==> config.mk <==
export PLATFORM = sky130hd
export DESIGN_NAME = decimal_line_parser_unit_flat
export DESIGN_NICKNAME = d
export VERILOG_FILES = /design/src/hw/rtl/dlp_pkg.sv /design/src/hw/rtl/dlp_if.sv /design/src/hw/rtl/decimal_line_parser_unit.sv /design/src/flat_wrapper.sv
export SDC_FILE = /design/constraint.sdc
export NUM_CORES = 1
export LEC_CHECK = 0
export BUFFER_PORTS_ARGS = -buffer_cell sky130_fd_sc_hd__buf_2
export CORE_MARGIN = 2
export CORE_UTILIZATION = 40
export CTS_BUF_LIST = sky130_fd_sc_hd__clkbuf_16
export DETAILED_ROUTE_END_ITERATION = 10
export PLACE_DENSITY = 0.65
export SKIP_CTS_REPAIR_TIMING = 1
export SLEW_MARGIN = 20
export SYNTH_ARGS = -nofsm -noshare
export SYNTH_HDL_FRONTEND = slang
export SYNTH_SLANG_ARGS = --single-unit
export TNS_END_PERCENT = 10
==> constraint.sdc <==
create_clock -name clk -period 12.6 [get_ports clk]
set_clock_uncertainty 0.1 [all_clocks]
set_input_delay 0 -clock clk [delete_from_list [all_inputs] [get_ports clk]]
set_output_delay 0 -clock clk [all_outputs]
set_load 0.01 [all_outputs]
==> src/hw/rtl/dlp_pkg.sv <==
`default_nettype none

package dlp_pkg;

    localparam int BYTE_W = 8;
    localparam int VALUE_W = 31;
    localparam int DIGIT_W = 4;
    localparam int PROD_W = VALUE_W + DIGIT_W;

    localparam int LINE_LIMIT_DEFAULT = 10;

    localparam logic [BYTE_W-1:0] BLANK_MAX = 8'd32;
    localparam logic [BYTE_W-1:0] DIGIT_LO = 8'd48;
    localparam logic [BYTE_W-1:0] DIGIT_HI = 8'd57;
    localparam logic [BYTE_W-1:0] NEWLINE = 8'd10;

    localparam logic [VALUE_W-1:0] MAX_VALUE_RESET = {VALUE_W{1'b1}};

    typedef enum logic [1:0] {
        STATUS_OK = 2'd0,
        STATUS_PARSE = 2'd1,
        STATUS_READ = 2'd2
    } status_t;

    typedef enum logic [1:0] {
        PH_LEAD = 2'd0,
        PH_DIGITS = 2'd1,
        PH_TRAIL = 2'd2
    } phase_t;

endpackage

`default_nettype wire

==> src/hw/rtl/dlp_if.sv <==
`default_nettype none

// Byte channel into the parser.
interface dlp_byte_if;
    logic                         valid;
    logic                         ready;
    logic [dlp_pkg::BYTE_W-1:0]   char_byte;
    logic                         end_of_input;

    modport source (output valid, output char_byte, output end_of_input, input ready);
    modport sink (input valid, input char_byte, input end_of_input, output ready);
endinterface

// Result channel out of the parser.
interface dlp_result_if;
    logic                         valid;
    logic                         ready;
    logic [dlp_pkg::VALUE_W-1:0]  value;
    dlp_pkg::status_t             status;

    modport source (output valid, output value, output status, input ready);
    modport sink (input valid, input value, input status, output ready);
endinterface

// Write channel for the max_value register.
interface dlp_cfg_if;
    logic                         valid;
    logic                         ready;
    logic [dlp_pkg::VALUE_W-1:0]  data;

    modport source (output valid, output data, input ready);
    modport sink (input valid, input data, output ready);
endinterface

`default_nettype wire

==> src/hw/rtl/decimal_line_parser_unit.sv <==
`default_nettype none

// Decimal line parser. Bytes enter on byte_in one item per cycle unless a result held
// on result_out stalls the input; each line ending in a newline (byte 10) yields one item
// on result_out: the unsigned decimal value with status ok, or value 0 with parse error
// when the line has no digit, holds a stray character, runs past LINE_LIMIT bytes, or
// grows beyond max_value. Blanks are bytes of value 32 or less and may lead or trail the
// digits. An end_of_input item yields read error and clears the line. Other bytes yield
// nothing. Throughput is one item per cycle while result_out is ready. A byte is loaded
// into the input register when accepted, and its result into the result register when
// the input stage moves on, which waits while a result is held on result_out.
// The line-state update holds the longest path: the multiply-by-ten-and-add of the
// accumulator and its compare against max_value.
// max_value is written over cfg (always ready) and should only change while no line is
// in progress.
module decimal_line_parser_unit #(
    parameter int LINE_LIMIT = dlp_pkg::LINE_LIMIT_DEFAULT
) (
    input  wire logic clk,
    input  wire logic rst_n,
    dlp_byte_if.sink     byte_in,
    dlp_result_if.source result_out,
    dlp_cfg_if.sink      cfg
);
    import dlp_pkg::*;

    localparam int CNT_W = $clog2(LINE_LIMIT + 1);
    localparam logic [CNT_W-1:0] LIMIT_CNT = CNT_W'(LINE_LIMIT);

    // Configuration register
    logic [VALUE_W-1:0] max_value_reg;

    // Input register
    logic               in_valid_reg;
    logic [BYTE_W-1:0]  byte_reg;
    logic               eoi_reg;

    // Line state
    phase_t             phase_reg, phase_next;
    logic [CNT_W-1:0]   count_reg, count_next;
    logic [VALUE_W-1:0] acc_reg, acc_next;
    logic               err_reg, err_next;
    logic               seen_reg, seen_next;

    // Result register
    logic               out_valid_reg;
    logic [VALUE_W-1:0] out_value_reg, out_value_next;
    status_t            out_status_reg, out_status_next;
    logic               emit;

    logic               advance;
    logic               proc;
    logic               in_accept;
    logic               is_blank;
    logic               is_digit;
    logic [PROD_W-1:0]  prod;
    logic               fits;

    // The result slot is free, or drains this cycle: the input stage may move on.
    assign advance = !out_valid_reg || result_out.ready;
    assign proc = in_valid_reg && advance;
    assign byte_in.ready = !in_valid_reg || advance;
    assign in_accept = byte_in.valid && byte_in.ready;
    assign cfg.ready = 1'b1;

    assign result_out.valid = out_valid_reg;
    assign result_out.value = out_value_reg;
    assign result_out.status = out_status_reg;

    assign is_blank = byte_reg <= BLANK_MAX;
    assign is_digit = (byte_reg >= DIGIT_LO) && (byte_reg <= DIGIT_HI);

    // acc * 10 + digit as two shifted copies plus the digit; digit codes carry the value
    // in their low nibble.
    assign prod = {acc_reg, 3'b000} + {2'b00, acc_reg, 1'b0}
                + {{(PROD_W-DIGIT_W){1'b0}}, byte_reg[DIGIT_W-1:0]};
    assign fits = prod <= {{DIGIT_W{1'b0}}, max_value_reg};

    always_comb
    begin
        phase_next = phase_reg;
        count_next = count_reg;
        acc_next = acc_reg;
        err_next = err_reg;
        seen_next = seen_reg;
        emit = 1'b0;
        out_value_next = '0;
        out_status_next = STATUS_READ;

        if (proc)
        begin
            if (eoi_reg || byte_reg == NEWLINE)
            begin
                emit = 1'b1;
                if (eoi_reg)
                begin
                    out_status_next = STATUS_READ;
                end
                else if (err_reg || !seen_reg)
                begin
                    out_status_next = STATUS_PARSE;
                end
                else
                begin
                    out_status_next = STATUS_OK;
                    out_value_next = acc_reg;
                end
                // Start the next line from scratch.
                phase_next = PH_LEAD;
                count_next = '0;
                acc_next = '0;
                err_next = 1'b0;
                seen_next = 1'b0;
            end
            else if (count_reg >= LIMIT_CNT)
            begin
                // Line too long: flag and drop the byte.
                err_next = 1'b1;
            end
            else
            begin
                count_next = count_reg + CNT_W'(1);
                if (!err_reg)
                begin
                    unique case (phase_reg)
                        PH_LEAD:
                        begin
                            if (is_digit)
                            begin
                                seen_next = 1'b1;
                                phase_next = PH_DIGITS;
                                if (fits)
                                    acc_next = prod[VALUE_W-1:0];
                                else
                                    err_next = 1'b1;
                            end
                            else if (!is_blank)
                            begin
                                err_next = 1'b1;
                            end
                        end
                        PH_DIGITS:
                        begin
                            if (is_digit)
                            begin
                                seen_next = 1'b1;
                                if (fits)
                                    acc_next = prod[VALUE_W-1:0];
                                else
                                    err_next = 1'b1;
                            end
                            else if (is_blank)
                            begin
                                phase_next = PH_TRAIL;
                            end
                            else
                            begin
                                err_next = 1'b1;
                            end
                        end
                        default:
                        begin
                            if (!is_blank)
                                err_next = 1'b1;
                        end
                    endcase
                end
            end
        end
    end

    always_ff @(posedge clk or negedge rst_n)
    begin
        if (!rst_n)
        begin
            max_value_reg <= MAX_VALUE_RESET;
            in_valid_reg <= 1'b0;
            phase_reg <= PH_LEAD;
            count_reg <= '0;
            acc_reg <= '0;
            err_reg <= 1'b0;
            seen_reg <= 1'b0;
            out_valid_reg <= 1'b0;
        end
        else
        begin
            if (cfg.valid)
                max_value_reg <= cfg.data;

            if (in_accept)
                in_valid_reg <= 1'b1;
            else if (proc)
                in_valid_reg <= 1'b0;

            phase_reg <= phase_next;
            count_reg <= count_next;
            acc_reg <= acc_next;
            err_reg <= err_next;
            seen_reg <= seen_next;

            if (proc && emit)
                out_valid_reg <= 1'b1;
            else if (result_out.ready)
                out_valid_reg <= 1'b0;
        end
    end

    // Payload registers: load only, no reset.
    always_ff @(posedge clk)
    begin
        if (in_accept)
        begin
            byte_reg <= byte_in.char_byte;
            eoi_reg <= byte_in.end_of_input;
        end
        if (proc && emit)
        begin
            out_value_reg <= out_value_next;
            out_status_reg <= out_status_next;
        end
    end

    a_eoi_reads: assert property (@(posedge clk) disable iff (!rst_n)
        proc && eoi_reg |=> out_valid_reg && out_status_reg == STATUS_READ)
        else $error("end of input did not give read error");

    a_value_zero: assert property (@(posedge clk) disable iff (!rst_n)
        out_valid_reg && out_status_reg != STATUS_OK |-> out_value_reg == '0)
        else $error("error result carries a nonzero value");

    a_count_limit: assert property (@(posedge clk) disable iff (!rst_n)
        count_reg <= LIMIT_CNT)
        else $error("line count ran past the limit");

    a_lead_clean: assert property (@(posedge clk) disable iff (!rst_n)
        phase_reg == PH_LEAD |-> acc_reg == '0 && !seen_reg)
        else $error("leading phase holds digit state");

    a_stall_only: assert property (@(posedge clk) disable iff (!rst_n)
        !byte_in.ready |-> in_valid_reg && out_valid_reg && !result_out.ready)
        else $error("input stalled without a blocked result");

endmodule

`default_nettype wire
==> src/flat_wrapper.sv <==
// flat-port wrapper written by rule: the top's interface ports become plain ports
module decimal_line_parser_unit_flat import dlp_pkg::*;
#(
    parameter int LINE_LIMIT = dlp_pkg::LINE_LIMIT_DEFAULT
)
  (clk, rst_n, byte_in_valid, byte_in_char_byte, byte_in_end_of_input, byte_in_ready, result_out_valid, result_out_value, result_out_status, result_out_ready, cfg_valid, cfg_data, cfg_ready);
  dlp_byte_if byte_in_i ();
  dlp_result_if result_out_i ();
  dlp_cfg_if cfg_i ();
  input  wire logic clk;
  input  wire logic rst_n;
  input wire logic [$bits(byte_in_i.valid)-1:0] byte_in_valid;
  input wire logic [$bits(byte_in_i.char_byte)-1:0] byte_in_char_byte;
  input wire logic [$bits(byte_in_i.end_of_input)-1:0] byte_in_end_of_input;
  output wire logic [$bits(byte_in_i.ready)-1:0] byte_in_ready;
  output wire logic [$bits(result_out_i.valid)-1:0] result_out_valid;
  output wire logic [$bits(result_out_i.value)-1:0] result_out_value;
  output wire logic [$bits(result_out_i.status)-1:0] result_out_status;
  input wire logic [$bits(result_out_i.ready)-1:0] result_out_ready;
  input wire logic [$bits(cfg_i.valid)-1:0] cfg_valid;
  input wire logic [$bits(cfg_i.data)-1:0] cfg_data;
  output wire logic [$bits(cfg_i.ready)-1:0] cfg_ready;
  assign byte_in_i.valid = byte_in_valid;
  assign byte_in_i.char_byte = byte_in_char_byte;
  assign byte_in_i.end_of_input = byte_in_end_of_input;
  assign byte_in_ready = byte_in_i.ready;
  assign result_out_valid = result_out_i.valid;
  assign result_out_value = result_out_i.value;
  assign result_out_status = result_out_i.status;
  assign result_out_i.ready = result_out_ready;
  assign cfg_i.valid = cfg_valid;
  assign cfg_i.data = cfg_data;
  assign cfg_ready = cfg_i.ready;
  decimal_line_parser_unit #(.LINE_LIMIT(LINE_LIMIT)) u_core (.clk(clk), .rst_n(rst_n), .byte_in(byte_in_i), .result_out(result_out_i), .cfg(cfg_i));
endmodule
; After elaboration in Yosys (flattened, before gate mapping)
; Index checks and enable logic that the tools add are counted.
[totals]
reg_bits = 114
latchBits = 0
ram_bits = 0
mem_bits_ro = 0
input_bits = 45
output_inout_bits = 36
elab_cells = 88
memories = 0
[classes]
addsub = 3
multipliers = 0
div = 0
magnitude_cmp = 5
n_eq_ne = 7
shifts = 0
n_mux = 34
bitwise = 2
reduce_logical = 25
[ops]
columns = op, n
row1 = 31-bit two-way mux, 6
row2 = 34-bit by 32-bit adder with 35-bit output, 1
row3 = 35-bit by 4-bit adder with 35-bit output, 1
row4 = 35-bit by 31-bit <= comparator with 1-bit output, 1
row5 = 1-bit two-way mux, 19
row6 = 8-bit by 6-bit <= comparator with 1-bit output (second input constant), 2
row7 = 2-bit two-way mux, 6
row8 = 2-bit nonzero test, 5
row9 = 8-bit by 4-bit == test with 1-bit output (second input constant), 1
row10 = 8-bit by 6-bit greater-or-equal comparator with 1-bit output (second input constant), 1
row11 = 4-bit two-way mux, 2
row12 = 7-bit AND reduction, 1
row13 = 3-bit by 1-bit != test with 1-bit output (second input constant), 2
row14 = 6-bit AND reduction, 1
row15 = 5-bit AND reduction, 1
row16 = 4-bit by 1-bit adder with 4-bit output (second input constant), 1
row17 = 4-bit greater-or-equal comparator (second input constant), 1
row18 = 1-bit logical AND, 4
row19 = 1-bit logical OR, 4
row20 = 2-bit case mux with 2 select lines, 1
row21 = 4-bit OR reduction, 1
row22 = 1-bit zero test, 3
row23 = 3-bit != test (second input constant), 1
row24 = 3-bit nonzero test, 1
row25 = 8 further kinds, 9

; Longest topological paths before layout
[depth]
ltp_word = 9
depth_mapped = 21
mapped_depth_nobuf = 20

; Least setup slack after synthesis
; No wires, ideal clock.
[synth_path]
path_type = register to register
start = register u_core.acc_reg[0]
end = register u_core.acc_reg[20]
setup_time_ns = 0.080
arrival_ns = 5.255
required_time_ns = 12.420
setup_slack_ns = 7.165
path_stages_with_launch = 21
n_path_buf = 1
synth_period_minus_slack_ns = 5.435
cell_sequence = dfrtp_1 fa_1 ha_1 a211o_1 a211o_1 a32oi_1 nand2_1 a21o_1 a21o_1 xnor2_1 inv_1 ha_1 nand4_1 nor4_1 nand3_1 o211ai_1 o211ai_1 or4_4 or4b_4 buf_6 o22ai_2
[synth_between]
elab_chain_cells = 8
word_cells_on_any_way = 11
cone_classes = add/sub: 2 / order compare: 1 / mux: 6 / reduce/logical: 2
[synth_lines]
columns = element, line
row1 = from (decl), decimal_line_parser_unit.sv:41  ; logic [VALUE_W-1:0] acc_reg, acc_next;
row2 = from (signal assigned), decimal_line_parser_unit.sv:197  ; acc_reg <= acc_next;
row3 = 34-bit by 32-bit adder with 35-bit output *, decimal_line_parser_unit.sv:75  ; assign prod = {acc_reg, 3'b000} + {2'b00, acc_reg, 1'b0}
row4 = 35-bit by 4-bit adder with 35-bit output *, decimal_line_parser_unit.sv:76  ; + {{(PROD_W-DIGIT_W){1'b0}}, byte_reg[DIGIT_W-1:0]};
row5 = "parallel branches: the longest is 6 deep, another holds 35-bit by 31-bit <= comparator with 1-bit output", -
; Every way passes the cells marked *. The select of a mux whose other input is x is not followed.
; A chain may end at the register's enable or synchronous reset.

; Final worst setup path
[layout_path]
start = register u_core.acc_reg[0]
end = register u_core.acc_reg[8]
; Same word-level chain as after synthesis.

==> results.md <==
- Result of the run: finished clean
- Crit-path slowest cell: sky130_fd_sc_hd__o41ai_4
- Final instance count without filler cells: 1143
- CTS tree: built
- Aggregate routed wire length: 18.8 mm
- Per-cell routed wire length: 16.4 um
- Gate family responsible for the most delay along the worst path: compound AO/OA/AOI/OAI gates
- Most frequent standard cell in the layout excluding fill and tap cells: sky130_fd_sc_hd__inv_1
- Ordered cell list for the critical path: fa_1 > fa_1 > a21o_1 > a221oi_2 > o21a_1 > o21a_1 > o21ai_0 > xnor2_1 > inv_1 > ha_1 > nand4_1 > nor4_1 > nand3_1 > o211ai_1 > o211ai_1 > or4_4 > o41ai_4 > buf_4 > o22ai_2
- Total count of max-transition violations in the final report: 0
- Sequential cell area fraction in the yosys report: 40.4%
- Number of standard cells after synthesis: 783
- Die ar.: 20300 sq um
- Shortest clock period the worst path allows after layout: 6.87 ns
- Fraction of final layout cells with drive strength greater than 1: 20.4%
- Number of global-route vias before repair: 6138
- Final antenna diode count: 0
- DRC violations left: 0
- Maximum fanout along the worst path: 19
- Cts bufs inserted: 17
- Cell Pwr Density: 133 nW/um^2
- Period utilization: 54.5%
- Count of buffers inserted at the top-level ports: 79
- Most instantiated flip-flop cell in the synthesis netlist: sky130_fd_sc_hd__edfxtp_1
- Final core utilization: 49.6%
- Clock insertion delay at the later pin of the skew report: 0.42 ns
- Dpl cells: 1067
- Worst max-slew margin expressed relative to the limit: 27.9%
- Yosys synthesis warning count: 0
- Total Negative Setup Slacks: 0 ns
- Combined buffer and inverter count along the critical path: 2
- GRT overflow: 0
- Number of flops mapped to enable cells by yosys: 42
- RSZ-0062 raised after global routing: no
- Area growth, synth to finish: 21.5%
- Largest vdd supply drop: 0.0000918 V
- Category of the most critical setup path: register to register
- Achievable frequency: 146 MHz
- Worst hold path type: primary input to register
- Global-route wire length before repair: 30.9 mm
- Antenna violations before repair: 0
- Count of unique library cells instantiated by Yosys: 68
- Vias post-DR: 6236
- Std cell rows: 50
- Post-detailed-placement half-perimeter wirelength: 13.6 mm
- Antenna Nets Post-Route: 0
- Worst Tran Pin Value: 1.08 ns
- Async S/R FF share, synth: 63.2%
- First drt pass iteration count: 5
- Floorplan die height: 142 um
- Endpoint required time on the critical path: 12.76 ns
- Clk Tree Root Cell: sky130_fd_sc_hd__clkbuf_16
- Layout Nets: 1037
- Highest cell delay on the worst timing path: 0.87 ns
- IO Pins: 81
- Clock transition at the register clock pins on the worst setup and hold paths after CTS: 0.05 ns
- Number of max-cap violations: 0
- Arrival time of the worst setup path: 7.03 ns
- Netlist area before placement: 7670 sq um
- Leak pwr: 4.48 nW
- Max H-tree Level: 4
- GRT Util Overall: 19.3%
- Pin count of the biggest net entering global routing: 73
- Power Total: 0.00124 W
- Most used cells in the layout excluding fill and tap cells: sky130_fd_sc_hd__inv_1 (108), sky130_fd_sc_hd__ha_1 (94), sky130_fd_sc_hd__buf_2 (79)
- FF+latch count, synth: 114
- Element type at the critical path end: register
- Critical path launch point type: register
- Starting Density: 40.9%
- Core outline area: 18800 sq um
- Number of DRC markers after the initial detailed-route iteration: 444
- Final Hold Fails: 0
- Detail-routed via count per cell: 5.46
- Total setup violations reported at the end of the flow: 0
- Sink Count: 114
- Final estimated routing congestion in global placement: 0.866
- Net count after synthesis: 924
- Mapped Avg Cell Area: 9.79 sq um
- Final hold slack: 0.121 ns
- Deepest clock path buffer count: 2
- Die span in x: 142 um
report_power, final:
part | switching (W) | internal [W] | total (W)
sequential | 0.0000216 | 0.000425 | 0.000447
combinational | 0.000171 | 0.000107 | 0.000279
clock | 0.000166 | 0.000345 | 0.000512
cells in the mapped netlist, drive strengths merged (4+ instances only):
library cell	instances	area share, %
o21ai	52	3.4
nand3	8	0.52
edfxtp	42	16
or3	4	0.33
and2	7	0.57
o21bai	6	0.59
clkbuf	27	1.3
nor3	11	0.72
o22ai	31	5.0
dfstp	31	11
a211o	5	0.57
a21o	14	1.4
nor2	21	1.0
nor4	34	2.8
nand4	14	1.1
xor2	10	1.1
nand2	69	3.4
o211ai	8	0.78
xnor2	18	2.1
buf	8	0.78
a211oi	8	0.78
inv	105	5.1
a21oi	46	3.0
o21a	6	0.59
and3	5	0.41
nor2b	5	0.41
dfrtp	41	13
ha	94	15
through the flow:
step / instance area [sq um] / setup slack [ns]
after CTS: 8880 / 5.85
after detailed placement: 8250 / 5.90
after global routing: 9320 / 5.41
after floorplan: 7670 / 7.16
after global placement: 8250 / 5.96
final: 9320 / 5.73
metal layers:
metal  track usage, %  wire [um]  vias up
li1                 -          -     3067
met1             25.7       8800     2981
met2             31.4       8740      166
met3             4.04        880       22
met4             6.36        346        0
met5                0          0        -
logic make-up (layout without fill, tap and decap cells):
group	after synthesis	count (layout)	share of synthesized area, %
DFF	114	114	40.4
other	1	1	0.0489
xor gates and xnor gates	28	28	3.20
adders and majority gates	96	96	15.9
and+or+nand+nor	193	193	12.8
buffers and inverters	140	266	7.24
muxes	3	3	0.408
AOI/OAI and AO/OA	208	208	20.0
layout make-up:
cell class | count | area, sq um
Clock buffer | 17 | 425
Clock inverter | 15 | 199
Fill cell | 1746 | 9450
Inverter | 105 | 394
Multi-Input combinational cell | 529 | 4020
Sequential cell | 114 | 3100
Tap cell | 234 | 293
Timing Repair Buffer | 129 | 881
final timing paths:
path | endpoint | depth (start not counted) | from | slack, ns
worst max-delay path | u_core.acc_reg[8] | 19 | u_core.acc_reg[0] | 5.73
worst min-delay path | u_core.max_value_reg[1] | 3 | cfg_valid | 0.12
worst max register to register | u_core.acc_reg[8] | 19 | u_core.acc_reg[0] | 5.73
worst min register to register | u_core.max_value_reg[24] | 2 | u_core.max_value_reg[24] | 0.40
max in group asynchronous | u_core.acc_reg[13] | 3 | rst_n | 11.51
min in group asynchronous | u_core.acc_reg[9] | 3 | rst_n | 0.26
worst min-delay path, delay by kind of cell:
kind                   cells  cell delay (ns)
AO/OA/AOI/OAI              1             0.07
buffers and inverters      1             0.40
AND/OR/NAND/NOR            1             0.15
Note: power is estimated with default switching activity, not from simulation.
